[src/design/clock_divider_register_encoder_defines.svh]
// Assertion macros shared by the divider register encoder RTL.
// Needs clk_i and rst_ni in the scope where a macro is used.
`ifndef CLOCK_DIVIDER_REGISTER_ENCODER_DEFINES_SVH
`define CLOCK_DIVIDER_REGISTER_ENCODER_DEFINES_SVH

// same-cycle implication
`define CDRE_ASSERT_NOW(lbl, ante, cons, msg) \
  lbl: assert property (@(posedge clk_i) disable iff (!rst_ni) (ante) |-> (cons)) \
    else $error(msg);

// next-cycle implication
`define CDRE_ASSERT_NXT(lbl, ante, cons, msg) \
  lbl: assert property (@(posedge clk_i) disable iff (!rst_ni) (ante) |=> (cons)) \
    else $error(msg);

`endif

[src/design/cdre_pkg.sv]
// Types, constants and microcode program of the divider register encoder.
// No dependencies.
`default_nettype none

package cdre_pkg;

  typedef enum logic [2:0] {
    OP_IDLE,
    OP_CHECK,
    OP_DIV,
    OP_P1,
    OP_EMIT,
    OP_ERR
  } op_e;

  typedef enum logic [2:0] {
    JC_ALWAYS,  // go to target
    JC_IN,      // go to target on input transfer, else hold
    JC_ERR,     // go to target on check failure, else next step
    JC_DIV,     // hold until last divide iteration, then next step
    JC_OUT      // go to target once the output slot takes the byte
  } jc_e;

  localparam int unsigned PcW = 4;

  typedef struct packed {
    op_e            op;
    logic [3:0]     sel;
    jc_e            jc;
    logic [PcW-1:0] target;
  } ctl_t;

  typedef struct packed {
    logic err;
    logic div_last;
    logic out_free;
  } stat_t;

  localparam logic [1:0] ErrNone     = 2'd0;
  localparam logic [1:0] ErrNotReady = 2'd1;
  localparam logic [1:0] ErrParam    = 2'd2;

  localparam logic [7:0] PllBaseA     = 8'd26;
  localparam logic [7:0] PllBaseB     = 8'd34;
  localparam logic [7:0] MsBase       = 8'd42;
  localparam logic [7:0] PllResetAddr = 8'd177;
  localparam logic [7:0] PllResetData = 8'hA0;
  localparam logic [7:0] ClkCtrlBase  = 8'd16;
  localparam logic [7:0] ClkCtrlBits  = 8'h0F;

  localparam logic [3:0] SelCtrl = 4'd8;  // ninth write: PLL reset or output control

  localparam logic [PcW-1:0] StIdle  = 4'd0;
  localparam logic [PcW-1:0] StCheck = 4'd1;
  localparam logic [PcW-1:0] StDiv   = 4'd2;
  localparam logic [PcW-1:0] StP1    = 4'd3;
  localparam logic [PcW-1:0] StEmit0 = 4'd4;
  localparam logic [PcW-1:0] StErr   = 4'd13;

  function automatic ctl_t rom(input logic [PcW-1:0] pc);
    ctl_t w;
    w = '{op: OP_IDLE, sel: 4'd0, jc: JC_ALWAYS, target: StIdle};
    unique case (pc)
      StIdle:  w = '{op: OP_IDLE,  sel: 4'd0, jc: JC_IN,     target: StCheck};
      StCheck: w = '{op: OP_CHECK, sel: 4'd0, jc: JC_ERR,    target: StErr};
      StDiv:   w = '{op: OP_DIV,   sel: 4'd0, jc: JC_DIV,    target: StP1};
      StP1:    w = '{op: OP_P1,    sel: 4'd0, jc: JC_ALWAYS, target: StEmit0};
      4'd4:    w = '{op: OP_EMIT,  sel: 4'd0, jc: JC_OUT,    target: 4'd5};
      4'd5:    w = '{op: OP_EMIT,  sel: 4'd1, jc: JC_OUT,    target: 4'd6};
      4'd6:    w = '{op: OP_EMIT,  sel: 4'd2, jc: JC_OUT,    target: 4'd7};
      4'd7:    w = '{op: OP_EMIT,  sel: 4'd3, jc: JC_OUT,    target: 4'd8};
      4'd8:    w = '{op: OP_EMIT,  sel: 4'd4, jc: JC_OUT,    target: 4'd9};
      4'd9:    w = '{op: OP_EMIT,  sel: 4'd5, jc: JC_OUT,    target: 4'd10};
      4'd10:   w = '{op: OP_EMIT,  sel: 4'd6, jc: JC_OUT,    target: 4'd11};
      4'd11:   w = '{op: OP_EMIT,  sel: 4'd7, jc: JC_OUT,    target: 4'd12};
      4'd12:   w = '{op: OP_EMIT,  sel: SelCtrl, jc: JC_OUT, target: StIdle};
      StErr:   w = '{op: OP_ERR,   sel: 4'd0, jc: JC_OUT,    target: StIdle};
      default: w = '{op: OP_IDLE,  sel: 4'd0, jc: JC_ALWAYS, target: StIdle};
    endcase
    return w;
  endfunction

endpackage

`default_nettype wire

[src/design/cdre_seq.sv]
// Microcode sequencer: step counter, program ROM and branch logic.
// Depends on cdre_pkg.
`default_nettype none

module cdre_seq (
  input  wire logic          clk_i,
  input  wire logic          rst_ni,
  input  wire logic          in_valid_i,
  input  cdre_pkg::stat_t    stat_i,
  output cdre_pkg::ctl_t     ctl_o
);

  logic [cdre_pkg::PcW-1:0] pc_q, pc_d;
  cdre_pkg::ctl_t           ctl;

  assign ctl   = cdre_pkg::rom(pc_q);
  assign ctl_o = ctl;

  always_comb begin
    pc_d = pc_q;
    unique case (ctl.jc)
      cdre_pkg::JC_ALWAYS: pc_d = ctl.target;
      cdre_pkg::JC_IN:     if (in_valid_i) pc_d = ctl.target;
      cdre_pkg::JC_ERR:    pc_d = stat_i.err ? ctl.target : pc_q + 1'b1;
      cdre_pkg::JC_DIV:    if (stat_i.div_last) pc_d = pc_q + 1'b1;
      cdre_pkg::JC_OUT:    if (stat_i.out_free) pc_d = ctl.target;
      default:             pc_d = cdre_pkg::StIdle;
    endcase
  end

  always_ff @(posedge clk_i or negedge rst_ni) begin
    if (!rst_ni) begin
      pc_q <= cdre_pkg::StIdle;
    end else begin
      pc_q <= pc_d;
    end
  end

endmodule

`default_nettype wire

[src/design/cdre_dp.sv]
// Datapath: request registers, checks, bit-serial divider, P1/P2/P3 and
// the output byte register. Driven by the control word from cdre_seq.
`default_nettype none

module cdre_dp (
  input  wire logic         clk_i,
  input  wire logic         rst_ni,
  input  cdre_pkg::ctl_t    ctl_i,
  input  wire logic         in_xfer_i,
  input  wire logic         func_i,
  input  wire logic         pll_select_i,
  input  wire logic [1:0]   output_channel_i,
  input  wire logic [9:0]   int_part_i,
  input  wire logic [19:0]  numerator_i,
  input  wire logic [19:0]  denominator_i,
  input  wire logic         cfg_xfer_i,
  input  wire logic         cfg_data_i,
  input  wire logic         out_ready_i,
  output cdre_pkg::stat_t   stat_o,
  output logic              out_valid_o,
  output logic [7:0]        reg_addr_o,
  output logic [7:0]        reg_data_o,
  output logic [1:0]        error_o,
  output logic              last_o
);

  localparam int unsigned QW = 27;  // width of 128*b

  logic        func_q, pll_q;
  logic [1:0]  chan_q;
  logic [9:0]  a_q;
  logic [19:0] b_q, c_q;
  logic [1:0]  err_q, chk_code;
  logic        dev_ready_q, pll_a_cfg_q, pll_b_cfg_q, src_cfg;

  logic [QW-1:0] qn_q;    // dividend bits shift out, quotient bits shift in
  logic [19:0]   rem_q;
  logic [4:0]    cnt_q;
  logic [20:0]   rem_sh, trial;
  logic [17:0]   p1_q;

  logic        out_valid_q, out_last_q, out_free;
  logic [7:0]  out_addr_q, out_data_q, base, byte_addr, byte_data;
  logic [1:0]  out_err_q;

  assign src_cfg = pll_q ? pll_b_cfg_q : pll_a_cfg_q;

  always_comb begin
    chk_code = cdre_pkg::ErrNone;
    if (!dev_ready_q) begin
      chk_code = cdre_pkg::ErrNotReady;
    end else if (!func_q) begin
      if (a_q < 10'd15 || a_q > 10'd90 || c_q == 20'd0) chk_code = cdre_pkg::ErrParam;
    end else begin
      if (chan_q == 2'd3 || a_q < 10'd4 || a_q > 10'd900 || c_q == 20'd0 || !src_cfg) begin
        chk_code = cdre_pkg::ErrParam;
      end
    end
  end

  assign rem_sh = {rem_q, qn_q[QW-1]};
  assign trial  = rem_sh - {1'b0, c_q};

  assign out_free = !out_valid_q || out_ready_i;

  assign stat_o.err      = (chk_code != cdre_pkg::ErrNone);
  assign stat_o.div_last = (cnt_q == 5'd0);
  assign stat_o.out_free = out_free;

  assign base = func_q ? cdre_pkg::MsBase + {3'd0, chan_q, 3'd0}
                       : (pll_q ? cdre_pkg::PllBaseB : cdre_pkg::PllBaseA);

  // P3 = c, P2 = remainder of 128*b / c
  always_comb begin
    byte_addr = base + {4'd0, ctl_i.sel};
    byte_data = 8'd0;
    unique case (ctl_i.sel)
      4'd0: byte_data = c_q[15:8];
      4'd1: byte_data = c_q[7:0];
      4'd2: byte_data = {6'd0, p1_q[17:16]};
      4'd3: byte_data = p1_q[15:8];
      4'd4: byte_data = p1_q[7:0];
      4'd5: byte_data = {c_q[19:16], rem_q[19:16]};
      4'd6: byte_data = rem_q[15:8];
      4'd7: byte_data = rem_q[7:0];
      cdre_pkg::SelCtrl: begin
        if (!func_q) begin
          byte_addr = cdre_pkg::PllResetAddr;
          byte_data = cdre_pkg::PllResetData;
        end else begin
          byte_addr = cdre_pkg::ClkCtrlBase + {6'd0, chan_q};
          byte_data = cdre_pkg::ClkCtrlBits | {1'b0, b_q == 20'd0, pll_q, 5'd0};
        end
      end
      default: byte_data = 8'd0;
    endcase
  end

  // request and arithmetic registers
  always_ff @(posedge clk_i) begin
    if (in_xfer_i) begin
      func_q <= func_i;
      pll_q  <= pll_select_i;
      chan_q <= output_channel_i;
      a_q    <= int_part_i;
      b_q    <= numerator_i;
      c_q    <= denominator_i;
    end
    unique case (ctl_i.op)
      cdre_pkg::OP_CHECK: begin
        err_q <= chk_code;
        rem_q <= 20'd0;
        qn_q  <= {b_q, 7'd0};
        cnt_q <= 5'(QW - 1);
      end
      cdre_pkg::OP_DIV: begin
        if (!trial[20]) begin
          rem_q <= trial[19:0];
          qn_q  <= {qn_q[QW-2:0], 1'b1};
        end else begin
          rem_q <= rem_sh[19:0];
          qn_q  <= {qn_q[QW-2:0], 1'b0};
        end
        cnt_q <= cnt_q - 5'd1;
      end
      cdre_pkg::OP_P1: p1_q <= {1'b0, a_q, 7'd0} + qn_q[17:0] - 18'd512;
      default: ;
    endcase
  end

  always_ff @(posedge clk_i or negedge rst_ni) begin
    if (!rst_ni) begin
      dev_ready_q <= 1'b0;
      pll_a_cfg_q <= 1'b0;
      pll_b_cfg_q <= 1'b0;
      out_valid_q <= 1'b0;
    end else begin
      if (cfg_xfer_i) begin
        dev_ready_q <= cfg_data_i;
        pll_a_cfg_q <= 1'b0;
        pll_b_cfg_q <= 1'b0;
      end else if (ctl_i.op == cdre_pkg::OP_EMIT && ctl_i.sel == cdre_pkg::SelCtrl &&
                   out_free && !func_q) begin
        if (pll_q) pll_b_cfg_q <= 1'b1;
        else       pll_a_cfg_q <= 1'b1;
      end
      if (out_free && (ctl_i.op == cdre_pkg::OP_EMIT || ctl_i.op == cdre_pkg::OP_ERR)) begin
        out_valid_q <= 1'b1;
      end else if (out_ready_i) begin
        out_valid_q <= 1'b0;
      end
    end
  end

  always_ff @(posedge clk_i) begin
    if (out_free && ctl_i.op == cdre_pkg::OP_EMIT) begin
      out_addr_q <= byte_addr;
      out_data_q <= byte_data;
      out_err_q  <= cdre_pkg::ErrNone;
      out_last_q <= (ctl_i.sel == cdre_pkg::SelCtrl);
    end else if (out_free && ctl_i.op == cdre_pkg::OP_ERR) begin
      out_addr_q <= 8'd0;
      out_data_q <= 8'd0;
      out_err_q  <= err_q;
      out_last_q <= 1'b1;
    end
  end

  assign out_valid_o = out_valid_q;
  assign reg_addr_o  = out_addr_q;
  assign reg_data_o  = out_data_q;
  assign error_o     = out_err_q;
  assign last_o      = out_last_q;

endmodule

`default_nettype wire

[src/design/clock_divider_register_encoder.sv]
// Top level of the fractional divider register encoder.
// Depends on cdre_pkg, cdre_seq, cdre_dp and the assertion macro header.
//
//  channel   direction  tdata / data                              tuser / last
//  s_axis    in         [1:0] chan [11:2] a [31:12] b [51:32] c   [0] func [1] pll
//  m_axis    out        [7:0] reg_addr [15:8] reg_data            [1:0] error, tlast
//  cfg       in         [0] device_ready                          -
//
// One request at a time. A good request passes the check, the bit-serial divide,
// the P1 step and nine byte steps, up to its last byte; a failed check goes to
// the error step. An output stall holds the sequencer in its current output step.
// Reset clears the sequencer, the output valid, device_ready and both PLL flags.
// s_axis_tready is high only while the sequencer sits in its idle step.
`default_nettype none

`include "clock_divider_register_encoder_defines.svh"

module clock_divider_register_encoder (
  input  wire logic        clk_i,
  input  wire logic        rst_ni,
  input  wire logic        s_axis_tvalid,
  output logic             s_axis_tready,
  input  wire logic [55:0] s_axis_tdata,   // chan[1:0], int_part, numerator, denominator
  input  wire logic [1:0]  s_axis_tuser,   // func, pll_select
  output logic             m_axis_tvalid,
  input  wire logic        m_axis_tready,
  output logic [15:0]      m_axis_tdata,   // reg_addr, reg_data
  output logic [1:0]       m_axis_tuser,   // error
  output logic             m_axis_tlast,
  input  wire logic        cfg_valid_i,
  output logic             cfg_ready_o,
  input  wire logic        cfg_data_i      // device_ready
);

  cdre_pkg::ctl_t  ctl;
  cdre_pkg::stat_t stat;
  logic            in_xfer;

  assign s_axis_tready = (ctl.op == cdre_pkg::OP_IDLE);
  assign in_xfer       = s_axis_tvalid && s_axis_tready;
  assign cfg_ready_o   = 1'b1;

  cdre_seq u_seq (
    .clk_i      (clk_i),
    .rst_ni     (rst_ni),
    .in_valid_i (s_axis_tvalid),
    .stat_i     (stat),
    .ctl_o      (ctl)
  );

  cdre_dp u_dp (
    .clk_i            (clk_i),
    .rst_ni           (rst_ni),
    .ctl_i            (ctl),
    .in_xfer_i        (in_xfer),
    .func_i           (s_axis_tuser[0]),
    .pll_select_i     (s_axis_tuser[1]),
    .output_channel_i (s_axis_tdata[1:0]),
    .int_part_i       (s_axis_tdata[11:2]),
    .numerator_i      (s_axis_tdata[31:12]),
    .denominator_i    (s_axis_tdata[51:32]),
    .cfg_xfer_i       (cfg_valid_i && cfg_ready_o),
    .cfg_data_i       (cfg_data_i),
    .out_ready_i      (m_axis_tready),
    .stat_o           (stat),
    .out_valid_o      (m_axis_tvalid),
    .reg_addr_o       (m_axis_tdata[7:0]),
    .reg_data_o       (m_axis_tdata[15:8]),
    .error_o          (m_axis_tuser),
    .last_o           (m_axis_tlast)
  );

  `CDRE_ASSERT_NXT(a_leave_idle, in_xfer, !s_axis_tready, "sequencer stayed idle after transfer")
  `CDRE_ASSERT_NOW(a_err_last, m_axis_tvalid && m_axis_tuser != 2'd0, m_axis_tlast,
                   "error result without last")
  `CDRE_ASSERT_NXT(a_div_hold, ctl.op == cdre_pkg::OP_DIV && !stat.div_last,
                   ctl.op == cdre_pkg::OP_DIV, "divide left before last iteration")

endmodule

`default_nettype wire
[config.mk]
export PLATFORM = sky130hd
export DESIGN_NAME = clock_divider_register_encoder
export DESIGN_NICKNAME = d
export VERILOG_FILES = /design/src/design/cdre_pkg.sv /design/src/design/cdre_seq.sv /design/src/design/cdre_dp.sv /design/src/design/clock_divider_register_encoder.sv
export VERILOG_INCLUDE_DIRS = /design/src /design/src/design
export SDC_FILE = /design/constraint.sdc
export NUM_CORES = 1
export LEC_CHECK = 0
export BUFFER_PORTS_ARGS = -buffer_cell sky130_fd_sc_hd__buf_2
export CORE_MARGIN = 2
export CORE_UTILIZATION = 64
export CTS_CLUSTER_SIZE = 10
export DETAILED_ROUTE_END_ITERATION = 7
export GPL_TIMING_DRIVEN = 0
export PLACE_DENSITY_LB_ADDON = 0.08
export SLEW_MARGIN = 30
export SYNTH_ARGS = -nofsm -noshare
export SYNTH_HDL_FRONTEND = slang
export SYNTH_SLANG_ARGS = --single-unit
[constraint.sdc]
create_clock -name clk_i -period 9 [get_ports clk_i]
set_input_delay 1.8 -clock clk_i [delete_from_list [all_inputs] [get_ports clk_i]]
set_output_delay 1.8 -clock clk_i [all_outputs]
set_load 0.01 [all_outputs]
==> run_results.csv <==
group,metric,value,unit
timing,rsz0062_at_grt,"false",
global_route,antenna_found_initial,0,
cts,hold_buffers,0,
pwr,cellPowerDensity,358.7,nW/µm²
cts,cts_setup_buffers,0,
flow_run,cap_violations,0,
synthesis,ys_types,65,
die,start_util,0.6527,
placed_design,dp_slack,5.651,ns
timing,setup_ws,5.150,ns
synthesis,avgSynthCellArea,11.09,µm²
pwr,leakage,3.888,nW
timing,period_share,0.4278,
pwr,ir_drop,0.2240,mV
final_layout,area_growth,16.62,%
timing,skew,0.01017,ns
synthesis,synth_area,8170,µm²
global_route,grt_max_degree,47,
synthesis,yosysSeqAreaShare,0.5550,
timing,fin_hold_ws,0.4445,ns
cts,clockBufferDepth,2,
die,die_h,117.0,µm
timing,setup_viol,0,
timing,relSlewSlack,0.4047,
worst_setup_path,criticalPathCategory,"reg2out",
worst_setup_path,critPathMostFrequentCell,"clkbuf_1",
final_layout,final_cell_mix,"edfxtp_1, nand2_1, buf_2",
cts,insertion_delay,0.44,ns
min_path,min_path_type,"reg2reg",
timing,period_needed,3.850,ns
global_route,grt_pass1_vias,5695,
timing,fin_tns_setup,0,ns
timing,tightest_slew,0.8910,ns
cts,clkTransAtPathRegs,0.07,ns
placed_design,routabilityCongestion,0.9469,
timing,finalHoldViolations,0,
worst_setup_path,cp.buffers_inverters,3,
global_route,grt_usage,0.2928,
synthesis,synth_seq_cells,153,
final_layout,antenna_cells,0,
die,num_rows,41,
die,die_area,13690,µm²
worst_setup_path,max_stage_delay,0.41,ns
final_layout,final_common_cell,"edfxtp_1",
worst_setup_path,cp.required,7.20,ns
worst_setup_path,crit_slowest_cell,"clkbuf_1",
worst_setup_path,critPathTopFamily,"buffers and inverters",
drt,vias_per_cell,5.893,
synthesis,syn_nets,851,
cts,numCtsBuffers,17,
final_layout,fillerInstances,844,
final_layout,finalInstanceArea,9528,µm²
global_route,grt_first_pass_wirelength,29.39,mm
pwr,p_total,3.418,mW
status,status,"finished, final reports clean",
cts,cts.sinks,153,
drt,dr_wl_met2,9.363,mm
cts,cts_max_level,4,
final_layout,finish.net_count,954,
worst_setup_path,arrival,2.05,ns
drt,wl_met3,1.147,mm
synthesis,synth_edf_count,143,
drt,met1_length,8.018,mm
drt,route.detailed.drc,0,
drt,wl,19.06,mm
drt,vias,6040,
global_route,gr-total-overflow,0,
die,ioPinCount,86,
placed_design,dpl_cell_area,8891,µm²
drt,drt-wirelength-per-cell,18.59,µm
worst_setup_path,cp_max_fo,10,
drt,drtIter0Drc,462,
final_layout,drive_gt1_frac,0.1606,
timing,slew_violations,0,
synthesis,yosys_warnings,0,
worst_setup_path,crit_path_end_kind,"output pin",
timing,timing.fmax,0.2597,GHz
worst_setup_path,crit_chain,"clkbuf_1 -> clkbuf_1 -> a22o_1 -> nor2_1 -> buf_2",
die,core,12520,µm²
placed_design,numPortBuffers,80,
cts,root_buffer,"clkbuf_16",
placed_design,dp_hpwl,14.22,mm
drt,ant_nets,0,
synthesis,synthArstFlopShare,0.05229,
cts,ctsResizeCount,0,
drt,drt_first_pass_iters,5,
worst_setup_path,startpoint_type,"register",
synthesis,postSynthCellCount,737,
synthesis,ys.flop_type,"edfxtp_1",
drt,top_layer,"met4",
die,chipWidth,117.0,µm
cts,cts_tree,"built",
-- final timing paths --
kind	startpoint	to	slack, ns	cells past startpoint
max	u_seq.pc_q[0]	s_axis_tready	5.15	5
min	u_dp.qn_q[4]	u_dp.p1_q[4]	0.44	0
max reg2reg	u_dp.qn_q[26]	u_dp.rem_q[1]	5.69	13
min reg2reg	u_dp.qn_q[4]	u_dp.p1_q[4]	0.44	0
max in group asynchronous	rst_ni	u_dp.dev_ready_q	7.63	1
min in group asynchronous	rst_ni	u_dp.pll_a_cfg_q	1.19	1
-- flip-flops by register name (all words and copies together), names as in the netlist, 2 cells and up --
| name | count |
|---|---|
| u_dp.b_q | 20 |
| u_dp.err_q | 2 |
| u_dp.error_o | 2 |
| u_dp.c_q | 20 |
| u_dp.rem_q | 20 |
| u_dp.qn_q | 27 |
| u_dp.reg_data_o | 8 |
| u_dp.cnt_q | 5 |
| u_dp.reg_addr_o | 8 |
| u_dp.a_q | 10 |
| u_dp.p1_q | 18 |
| u_seq.pc_q | 4 |
| u_dp.chan_q | 2 |
-- cell type report --
cell class | instances | area, µm² | area share
Buffer | 21 | 106.4 | 0.01116
Clock buffer | 17 | 425.4 | 0.04465
Clock inverter | 15 | 206.4 | 0.02167
Inverter | 71 | 266.5 | 0.02797
Multi-Input combinational cell | 492 | 3287 | 0.3450
Sequential cell | 153 | 4534 | 0.4759
Tap cell | 172 | 215.2 | 0.02259
Timing Repair Buffer | 84 | 486.7 | 0.05108
-- worst register-to-register path, delay by kind of cell (launching register included) --
kind                     cells  cell delay [ns]
adder cells (fa/ha/maj)      2             0.38
AO/OA/AOI/OAI                3             0.72
AND/OR/NAND/NOR              4             0.65
multiplexers                 2             0.59
flip-flops                   1             0.42
buffers and inverters        2             0.31
-- power by group --
part	internal [mW]	leakage [nW]	switching, mW
Clock	0.425	0.300	0.325
Sequential	1.08	1.44	0.130
Combinational	0.582	2.15	0.879
Total	2.08	3.89	1.33
-- stage by stage --
step | util | std cells
2_1_floorplan | - | 737
3_3_place_gp | 0.7019 | 989
3_5_place_dp | 0.7103 | 993
4_1_cts | 0.7608 | 1025
5_1_grt | 0.7612 | 1025
6_report | 0.7612 | 1025
-- cell families after synthesis --
| group | after synthesis | share of synthesized area |
|---|---|---|
| other | 1 | 0.0004590 |
| AND/OR/NAND/NOR | 236 | 0.1342 |
| buffers and inverters | 92 | 0.04564 |
| AO/OA/AOI/OAI | 152 | 0.1254 |
| multiplexers | 23 | 0.02879 |
| XOR/XNOR | 30 | 0.03216 |
| flip-flops | 153 | 0.5550 |
| adder cells (fa/ha/maj) | 50 | 0.07841 |
-- synthesized netlist by cell type, types with 8 or more instances --
library cell	n	area share
nor2_1	67	0.031
a21oi_1	40	0.025
dfrtp_1	8	0.025
xor2_1	8	0.0086
nand2b_1	12	0.0092
and2_1	12	0.0092
nor2b_1	8	0.0061
clkbuf_1	16	0.0074
edfxtp_1	143	0.53
nand2_1	80	0.037
a21o_1	8	0.0074
nor4_1	14	0.011
mux2i_1	21	0.026
xnor2_1	22	0.024
ha_1	48	0.074
a31oi_1	9	0.0069
o21ai_0	15	0.0092
nand3_1	13	0.0080
inv_1	67	0.031
nor3_1	11	0.0067
o21ai_1	17	0.010
-- routing by layer --
layer,GRT usage,vias up
met1,0.3770,2865
met4,0.1129,0
met2,0.4906,244
met3,0.06231,42
met5,0,-
li1,-,2889
Note: power is estimated with default switching activity, not from simulation.
